$ cat src/design/fpba_pkg.sv
// Package for the fit-policy block allocator: sizes, codes, state and shared types.
package fpba_pkg;

	localparam int MAX_BLOCKS = 16;
	localparam int SIZE_BITS  = 16;
	localparam int IDX_W      = $clog2(MAX_BLOCKS);
	localparam int CNT_W      = $clog2(MAX_BLOCKS + 1);

	localparam int SEL_W      = 4;
	localparam int AMOUNT_W   = 16;
	localparam int POLICY_W   = 2;
	localparam int BLOCKS_W   = 5;
	localparam int CFG_IDX_W  = 1;
	localparam int CFG_DATA_W = 5;

	localparam logic [CFG_IDX_W-1:0] REG_FIT_POLICY    = 1'd0;
	localparam logic [CFG_IDX_W-1:0] REG_BLOCKS_IN_USE = 1'd1;

	localparam logic OP_LOAD  = 1'b0;
	localparam logic OP_ALLOC = 1'b1;

	typedef enum logic [POLICY_W-1:0] {
		POL_FIRST = 2'd0,
		POL_BEST  = 2'd1,
		POL_WORST = 2'd2,
		POL_NEXT  = 2'd3
	} fit_policy_t;

	typedef enum logic [1:0] {
		ST_IDLE,
		ST_MOD,
		ST_SCAN,
		ST_WRITE
	} fpba_state_t;

	typedef struct packed {
		logic                 fits;
		logic                 lt;
		logic                 gt;
		logic [SIZE_BITS-1:0] diff;
	} fpba_cmp_t;

endpackage

$ cat src/design/fpba_if.sv
// Request and response channel interfaces of the fit-policy block allocator.
interface fpba_req_if
	import fpba_pkg::*;
();
	logic                valid;
	logic                ready;
	logic                opcode;
	logic [SEL_W-1:0]    block_select;
	logic [AMOUNT_W-1:0] amount;

	modport source (output valid, output opcode, output block_select, output amount,
		input ready);
	modport sink (input valid, input opcode, input block_select, input amount,
		output ready);
endinterface

interface fpba_rsp_if
	import fpba_pkg::*;
();
	logic                valid;
	logic                ready;
	logic                granted;
	logic [SEL_W-1:0]    chosen_block;
	logic [AMOUNT_W-1:0] remaining;

	modport source (output valid, output granted, output chosen_block, output remaining,
		input ready);
	modport sink (input valid, input granted, input chosen_block, input remaining,
		output ready);
endinterface

$ cat src/design/fpba_cap_file.sv
// Capacity register file: one write port, one read port, cleared to zero at reset.
module fpba_cap_file
	import fpba_pkg::*;
(
	input  logic                 clk,
	input  logic                 arst_n,
	input  logic                 we,
	input  logic [IDX_W-1:0]     waddr,
	input  logic [SIZE_BITS-1:0] wdata,
	input  logic [IDX_W-1:0]     raddr,
	output logic [SIZE_BITS-1:0] rdata
);

	logic [SIZE_BITS-1:0] cap_q [MAX_BLOCKS];

	always_ff @(posedge clk or negedge arst_n) begin
		if (!arst_n) begin
			for (int i = 0; i < MAX_BLOCKS; i++) begin
				cap_q[i] <= '0;
			end
		end else if (we) begin
			cap_q[waddr] <= wdata;
		end
	end

	assign rdata = cap_q[raddr];

endmodule

$ cat src/design/fpba_cmp_unit.sv
// Shared compare unit: fit test, rank compare and remaining capacity for one block.
module fpba_cmp_unit
	import fpba_pkg::*;
(
	input  logic [SIZE_BITS-1:0] cap,
	input  logic [SIZE_BITS-1:0] need,
	input  logic [SIZE_BITS-1:0] best,
	output fpba_cmp_t            res
);

	logic [SIZE_BITS:0] sub;

	assign sub      = {1'b0, cap} - {1'b0, need};
	assign res.fits = ~sub[SIZE_BITS];
	assign res.diff = sub[SIZE_BITS-1:0];
	assign res.lt   = cap < best;
	assign res.gt   = cap > best;

endmodule

$ cat src/design/fit_policy_block_allocator.sv
// Top level of the fit-policy block allocator: sequencer, registers and assertions.
// A load request gives no response. In an allocate request the one compare unit examines
// one stored capacity per cycle over the n active blocks (at most MAX_BLOCKS), then the
// write-back state follows; best and worst fit always examine all n, first and next fit
// stop at the first fit. Under next fit, the pointer is first reduced modulo n.
// A request with a block count of zero is refused without a search. A new request is
// taken while a response still waits; the write-back waits for the response slot.
module fit_policy_block_allocator
	import fpba_pkg::*;
(
	input  logic                  clk,
	input  logic                  arst_n,
	input  logic                  cfg_we,
	input  logic [CFG_IDX_W-1:0]  cfg_index,
	input  logic [CFG_DATA_W-1:0] cfg_wdata,
	fpba_req_if.sink              req,
	fpba_rsp_if.source            rsp
);

	fit_policy_t           policy_q;
	logic [BLOCKS_W-1:0]   blocks_q;
	logic [IDX_W-1:0]      rotate_q;

	fpba_state_t           state_q, state_d;
	logic [SIZE_BITS-1:0]  need_q;
	logic [CNT_W-1:0]      n_q;
	logic [CNT_W-1:0]      cnt_q;
	logic [IDX_W-1:0]      idx_q;
	logic                  have_q;
	logic [IDX_W-1:0]      pick_q;
	logic [SIZE_BITS-1:0]  pick_cap_q;
	logic [SIZE_BITS-1:0]  rem_q;

	logic                  out_valid_q;
	logic                  out_granted_q;
	logic [SEL_W-1:0]      out_block_q;
	logic [AMOUNT_W-1:0]   out_rem_q;

	logic                  req_fire;
	logic                  load_fire;
	logic                  alloc_fire;
	logic [CNT_W-1:0]      n_eff;
	logic                  mod_ge;
	logic                  take;
	logic                  scan_last;
	logic                  slot_free;
	logic                  wb_fire;
	logic [CNT_W-1:0]      cnt_inc;
	logic [CNT_W-1:0]      idx_inc;

	logic                  cf_we;
	logic [IDX_W-1:0]      cf_waddr;
	logic [SIZE_BITS-1:0]  cf_wdata;
	logic [SIZE_BITS-1:0]  cf_rdata;
	fpba_cmp_t             cmp;

	fpba_cap_file u_cap_file (
		.clk   (clk),
		.arst_n(arst_n),
		.we    (cf_we),
		.waddr (cf_waddr),
		.wdata (cf_wdata),
		.raddr (idx_q),
		.rdata (cf_rdata)
	);

	fpba_cmp_unit u_cmp_unit (
		.cap (cf_rdata),
		.need(need_q),
		.best(pick_cap_q),
		.res (cmp)
	);

	// configuration
	always_ff @(posedge clk or negedge arst_n) begin
		if (!arst_n) begin
			policy_q <= POL_FIRST;
			blocks_q <= BLOCKS_W'(MAX_BLOCKS);
		end else if (cfg_we) begin
			case (cfg_index)
				REG_FIT_POLICY:    policy_q <= fit_policy_t'(cfg_wdata[POLICY_W-1:0]);
				REG_BLOCKS_IN_USE: blocks_q <= cfg_wdata[BLOCKS_W-1:0];
				default: ;
			endcase
		end
	end

	assign req.ready  = (state_q == ST_IDLE);
	assign req_fire   = req.valid && req.ready;
	assign load_fire  = req_fire && (req.opcode == OP_LOAD);
	assign alloc_fire = req_fire && (req.opcode == OP_ALLOC);

	assign n_eff = (int'(blocks_q) > MAX_BLOCKS) ? CNT_W'(MAX_BLOCKS) : CNT_W'(blocks_q);

	assign mod_ge    = CNT_W'(idx_q) >= n_q;
	assign cnt_inc   = cnt_q + CNT_W'(1);
	assign idx_inc   = CNT_W'(idx_q) + CNT_W'(1);
	assign scan_last = (cnt_inc == n_q);
	assign slot_free = !out_valid_q || rsp.ready;
	assign wb_fire   = (state_q == ST_WRITE) && slot_free;

	always_comb begin
		case (policy_q)
			POL_BEST:  take = cmp.fits && (!have_q || cmp.lt);
			POL_WORST: take = cmp.fits && (!have_q || cmp.gt);
			default:   take = cmp.fits;
		endcase
	end

	// next state
	always_comb begin
		state_d = state_q;
		case (state_q)
			ST_IDLE: begin
				if (alloc_fire) begin
					if (n_eff == '0) begin
						state_d = ST_WRITE;
					end else if (policy_q == POL_NEXT) begin
						state_d = ST_MOD;
					end else begin
						state_d = ST_SCAN;
					end
				end
			end
			ST_MOD: begin
				if (!mod_ge) begin
					state_d = ST_SCAN;
				end
			end
			ST_SCAN: begin
				if ((take && (policy_q == POL_FIRST || policy_q == POL_NEXT)) || scan_last) begin
					state_d = ST_WRITE;
				end
			end
			ST_WRITE: begin
				if (slot_free) begin
					state_d = ST_IDLE;
				end
			end
			default: state_d = ST_IDLE;
		endcase
	end

	// capacity write port
	always_comb begin
		cf_we    = 1'b0;
		cf_waddr = pick_q;
		cf_wdata = rem_q;
		case (state_q)
			ST_IDLE: begin
				cf_we    = load_fire && (int'(req.block_select) < MAX_BLOCKS);
				cf_waddr = IDX_W'(req.block_select);
				cf_wdata = SIZE_BITS'(req.amount);
			end
			ST_WRITE: begin
				cf_we = wb_fire && have_q;
			end
			default: ;
		endcase
	end

	always_ff @(posedge clk or negedge arst_n) begin
		if (!arst_n) begin
			state_q  <= ST_IDLE;
			rotate_q <= '0;
			have_q   <= 1'b0;
			cnt_q    <= '0;
			idx_q    <= '0;
			n_q      <= '0;
		end else begin
			state_q <= state_d;
			case (state_q)
				ST_IDLE: begin
					if (load_fire) begin
						rotate_q <= '0;
					end
					if (alloc_fire) begin
						n_q    <= n_eff;
						cnt_q  <= '0;
						have_q <= 1'b0;
						idx_q  <= (policy_q == POL_NEXT) ? rotate_q : '0;
					end
				end
				ST_MOD: begin
					if (mod_ge) begin
						idx_q <= IDX_W'(CNT_W'(idx_q) - n_q);
					end
				end
				ST_SCAN: begin
					if (take) begin
						have_q <= 1'b1;
					end
					cnt_q <= cnt_inc;
					idx_q <= (idx_inc == n_q) ? '0 : IDX_W'(idx_inc);
				end
				ST_WRITE: begin
					if (wb_fire && have_q && policy_q == POL_NEXT) begin
						rotate_q <= pick_q;
					end
				end
				default: ;
			endcase
		end
	end

	// search payload
	always_ff @(posedge clk) begin
		if (alloc_fire) begin
			need_q <= SIZE_BITS'(req.amount);
		end
		if (state_q == ST_SCAN && take) begin
			pick_q     <= idx_q;
			pick_cap_q <= cf_rdata;
			rem_q      <= cmp.diff;
		end
	end

	// response register
	always_ff @(posedge clk or negedge arst_n) begin
		if (!arst_n) begin
			out_valid_q <= 1'b0;
		end else if (wb_fire) begin
			out_valid_q <= 1'b1;
		end else if (rsp.ready) begin
			out_valid_q <= 1'b0;
		end
	end

	always_ff @(posedge clk) begin
		if (wb_fire) begin
			out_granted_q <= have_q;
			out_block_q   <= have_q ? SEL_W'(pick_q) : '0;
			out_rem_q     <= have_q ? AMOUNT_W'(rem_q) : '0;
		end
	end

	assign rsp.valid        = out_valid_q;
	assign rsp.granted      = out_granted_q;
	assign rsp.chosen_block = out_block_q;
	assign rsp.remaining    = out_rem_q;

	a_scan_in_range: assert property (@(posedge clk) disable iff (!arst_n)
		(state_q == ST_SCAN) |-> (cnt_q < n_q && CNT_W'(idx_q) < n_q))
		else $error("scan index beyond active block count");

	a_search_nonempty: assert property (@(posedge clk) disable iff (!arst_n)
		(state_q == ST_MOD || state_q == ST_SCAN) |-> (n_q != '0))
		else $error("search running with no active blocks");

	a_rsp_from_writeback: assert property (@(posedge clk) disable iff (!arst_n)
		$rose(out_valid_q) |-> $past(state_q == ST_WRITE))
		else $error("response raised outside write-back");

	a_refused_zero: assert property (@(posedge clk) disable iff (!arst_n)
		(rsp.valid && !rsp.granted) |-> (rsp.chosen_block == '0 && rsp.remaining == '0))
		else $error("refused response carries nonzero fields");

endmodule
$ cat src/flat_wrapper.sv
// flat-port wrapper written by rule: the top's interface ports become plain ports
module fit_policy_block_allocator_flat import fpba_pkg::*;
  (clk, arst_n, cfg_we, cfg_index, cfg_wdata, req_valid, req_opcode, req_block_select, req_amount, req_ready, rsp_valid, rsp_granted, rsp_chosen_block, rsp_remaining, rsp_ready);
  fpba_req_if req_i ();
  fpba_rsp_if rsp_i ();
  input  logic clk;
  input  logic arst_n;
  input  logic cfg_we;
  input  logic [CFG_IDX_W-1:0] cfg_index;
  input  logic [CFG_DATA_W-1:0] cfg_wdata;
  input wire logic [$bits(req_i.valid)-1:0] req_valid;
  input wire logic [$bits(req_i.opcode)-1:0] req_opcode;
  input wire logic [$bits(req_i.block_select)-1:0] req_block_select;
  input wire logic [$bits(req_i.amount)-1:0] req_amount;
  output wire logic [$bits(req_i.ready)-1:0] req_ready;
  output wire logic [$bits(rsp_i.valid)-1:0] rsp_valid;
  output wire logic [$bits(rsp_i.granted)-1:0] rsp_granted;
  output wire logic [$bits(rsp_i.chosen_block)-1:0] rsp_chosen_block;
  output wire logic [$bits(rsp_i.remaining)-1:0] rsp_remaining;
  input wire logic [$bits(rsp_i.ready)-1:0] rsp_ready;
  assign req_i.valid = req_valid;
  assign req_i.opcode = req_opcode;
  assign req_i.block_select = req_block_select;
  assign req_i.amount = req_amount;
  assign req_ready = req_i.ready;
  assign rsp_valid = rsp_i.valid;
  assign rsp_granted = rsp_i.granted;
  assign rsp_chosen_block = rsp_i.chosen_block;
  assign rsp_remaining = rsp_i.remaining;
  assign rsp_i.ready = rsp_ready;
  fit_policy_block_allocator u_core (.clk(clk), .arst_n(arst_n), .cfg_we(cfg_we), .cfg_index(cfg_index), .cfg_wdata(cfg_wdata), .req(req_i), .rsp(rsp_i));
endmodule
$ cat config.mk
export PLATFORM = sky130hd
export DESIGN_NAME = fit_policy_block_allocator_flat
export DESIGN_NICKNAME = d
export VERILOG_FILES = /design/src/design/fpba_pkg.sv /design/src/design/fpba_if.sv /design/src/design/fpba_cap_file.sv /design/src/design/fpba_cmp_unit.sv /design/src/design/fit_policy_block_allocator.sv /design/src/flat_wrapper.sv
export SDC_FILE = /design/constraint.sdc
export NUM_CORES = 1
export LEC_CHECK = 0
export ABC_AREA = 0
export ABC_CLOCK_PERIOD_IN_PS = 7800
export BUFFER_PORTS_ARGS = -buffer_cell sky130_fd_sc_hd__buf_2
export CAP_MARGIN = 0
export CORE_ASPECT_RATIO = 0.8
export CORE_UTILIZATION = 66
export DETAILED_ROUTE_END_ITERATION = 6
export PLACE_DENSITY = 0.95
export SYNTH_ARGS = -nofsm -noshare
export SYNTH_HDL_FRONTEND = slang
export SYNTH_SLANG_ARGS = --single-unit
$ cat constraint.sdc
create_clock -name clk -period 7.8 [get_ports clk]
set_clock_uncertainty 0.15 [all_clocks]
set_input_delay 1.17 -clock clk [delete_from_list [all_inputs] [get_ports clk]]
set_output_delay 1.17 -clock clk [all_outputs]
set_load 0.03 [all_outputs]
==> results.toml <==
[pwr]
peakVddDrop_uv = 191.8
leakage_nw = 8.262
power_density_nw_per_um2 = 380.8

[global_route]
grt_pass1_vias = 12920
track_usage_pct = 34.55
grt_max_degree = 154
antenna_found_initial = 0
overflow = 0
grt_pass1_wl_mm = 70.72

[timing]
setup_ws_ns = 1.952
finalHoldViolCount = 0
rsz0062_at_grt = "false"
post-route-min-period_ns = 5.848
max_freq_mhz = 171.0
slew_headroom_pct = 15.37
drv_slew = 0
final-setup-viol-count = 0
fin_crit_sh_pct = 74.98
totalNegativeSetupSlack_ns = 0
hold_slack_ns = 0.3659
tightestPinTransition_ns = 1.260

[routing]
drt-initial-drc-count = 1853
routed_via_density = 6.770
drtPass1Iterations = 6
avgRoutedWirePerCell_um = 23.78
drt-total-wl_mm = 44.58
drc = 0
vias = 12690
ant_nets = 0

[die]
die-area_um2 = 26960
ioPinCount = 55
die_width_um = 183.3
core_area_um2 = 25570
initial_core_util_pct = 67.89
row_count = 52
die_h_um = 147.1

[yosys]
synth_flop_cell = "dfrtp_1"
synth.net_count = 1542
syn_area_per_cell_um2 = 11.87
synth_cell_types = 69
yosys_warnings = 0
seq_area_frac_synth_pct = 53.72
synth_edf_count = 73
syn_inst = 1463
syn_area_um2 = 17360
async_flop_share_pct = 79.61
ys_seq_elements = 358

[flow_run]
max_cap_violations = 0

[clock_network]
cts_buffer_depth = 3
cts-buffers-inserted = 35
post-cts-setup-buffers = 0
ctsResizeCount = 0
clock_latency_ns = 0.52
path_clk_slew_ns = 0.06
cts.sinks = 358
cts_tree = "yes"
cts_max_level = 2
root_buffer = "clkbuf_16"
ctsHoldBuffers = 0

[placed_design]
io_buffers = 54
hpwlAfterDp_mm = 26.67
dp_cells = 1813
gp_congestion = 0.9474
place_ws_ns = 2.101

[hold_path]
timing.hold.worst.class = "flip-flop to flip-flop"

[critical_path]
crit_type = "flip-flop to flip-flop"
critPathBufInv = 2
cp_data_required_time_ns = 7.85
crit_family = "compound AO/OA/AOI/OAI gates"
cp_slowest_stage_delay_ns = 1.14
cp.arrival_ns = 5.90
crit_slowest_cell = "dfrtp_4"
cp_cell_sequence = "buf_4, mux4_2, mux4_2, ha_1, nand2b_1, a21oi_1, a2111oi_0, o31ai_1, mux2i_1, o311a_1, buf_4"
cp_max_fo = 54
worstSetupStartpointType = "flip-flop"
crit_path_end_kind = "flip-flop"

[cells_and_area]
area_delta_synth_final_pct = 9.132
n_antenna_cell = 0
final_common_cell = "dfrtp_1"
post-route-util_pct = 74.09
fillCellCount = 1450
layout-drive-gt1-share_pct = 20.87
fin_nets = 1578
final_cell_mix = "dfrtp_1 (282), nor2_1 (272), a21oi_1 (231)"
layoutNonFillerInstCount = 1875

[run_status]
outcome = "completed"
[cell usage after synthesis, drive strengths merged, types with 3 or more instances]
cell / count / area share (%)
o21a: 5 / 0.22
ha: 45 / 3.2
buf: 77 / 3.1
nor3: 8 / 0.23
and2: 25 / 0.91
dfrtp: 284 / 41
nor4: 16 / 2.0
mux2i: 22 / 1.4
edfxtp: 73 / 13
mux4: 80 / 10
a21oi: 279 / 9.1
mux2: 12 / 0.82
o31ai: 3 / 0.13
xnor2: 16 / 0.81
nand3b: 6 / 0.33
inv: 68 / 1.5
nor2b: 5 / 0.18
xor2: 5 / 0.25
clkbuf: 16 / 0.35
a31oi: 7 / 0.34
a211oi: 4 / 0.17
o21ai: 30 / 0.86
nand4: 5 / 0.18
nand2: 24 / 0.52
nand2b: 11 / 0.40
nor2: 272 / 5.9
nand3: 18 / 0.52
o22ai: 4 / 0.14
a21o: 7 / 0.35
[where the power goes]
| part | switching (mW) | internal [mW] | leakage, nW |
|---|---|---|---|
| Combinational | 1.56 | 1.11 | 3.18 |
| Sequential | 0.417 | 2.41 | 4.51 |
| Clock | 0.719 | 1.00 | 0.575 |
[metal layers]
| layer | share of wire (%) | vias to the layer above | global-route usage, % |
|---|---|---|---|
| met5 | 0 | - | 0 |
| met2 | 46 | 970 | 53.88 |
| met3 | 12 | 211 | 8.800 |
| met4 | 4.2 | 0 | 15.42 |
| li1 | - | 5294 | - |
| met1 | 38 | 6218 | 46.42 |
[per-stage QoR]
step                area, um^2  power [mW]
floorplan                17360       4.676
global placement         17790       5.190
detailed placement       17790       5.348
CTS                      18950       7.134
global route             18950       7.511
finish                   18950       7.214
[cell families after synthesis]
family / share of synthesized area (%)
AND/OR/NAND/NOR: 11.29
AO/OA/AOI/OAI: 12.92
flip-flops: 53.72
buffers and inverters: 4.937
multiplexers: 12.61
adder cells (fa/ha/maj): 3.474
XOR/XNOR: 1.059
[sequential cells by signal, summed over array words and instances, names as in the netlist]
| register | cells |
|---|---|
| u_core.have_q | 1 |
| u_core.rotate_q | 4 |
| u_core.policy_q | 2 |
| u_core.blocks_q | 5 |
| u_core.idx_q | 4 |
| u_core.n_q | 5 |
| u_core.rem_q | 16 |
| u_core.rsp.granted | 1 |
| u_core.rsp.valid | 1 |
| u_core.pick_q | 4 |
| u_core.state_q | 2 |
| u_core.need_q | 16 |
| u_core.pick_cap_q | 16 |
| u_core.rsp.remaining | 16 |
| u_core.rsp.chosen_block | 4 |
| u_core.u_cap_file.cap_q | 256 |
| u_core.cnt_q | 5 |
[worst reg2reg max path: stages (launching register included)]
cell	delay, ns
dfrtp_4	1.14
buf_4	0.49
mux4_2	0.56
mux4_2	0.62
ha_1	0.38
nand2b_1	0.10
a21oi_1	0.07
a2111oi_0	0.56
o31ai_1	0.18
mux2i_1	0.21
o311a_1	0.67
buf_4	0.40
[path summary, 6_finish.rpt]
check,from,endpoint,slack [ns],cells past startpoint
min reg2reg,u_core.u_cap_file.cap_q[46],u_core.u_cap_file.cap_q[46],0.37,2
min in group asynchronous,arst_n,u_core.idx_q[3],0.58,1
max reg2reg,u_core.idx_q[0],u_core.pick_cap_q[1],1.95,11
min,u_core.u_cap_file.cap_q[46],u_core.u_cap_file.cap_q[46],0.37,2
max in group asynchronous,arst_n,u_core.u_cap_file.cap_q[226],5.56,2
max,u_core.idx_q[0],u_core.pick_cap_q[1],1.95,11
[final cells by class]
type	instances	area, um^2	share of cell area (%)
clock inverters	7	63.81	0.3368
inverters	68	255.2	1.347
flip-flops and latches	358	9330	49.25
repair buffers	92	578.1	3.051
well taps	351	439.2	2.318
clock buffers	55	1095	5.779
multi-input cells	944	7184	37.92
Power figures use the tool's default switching activity.
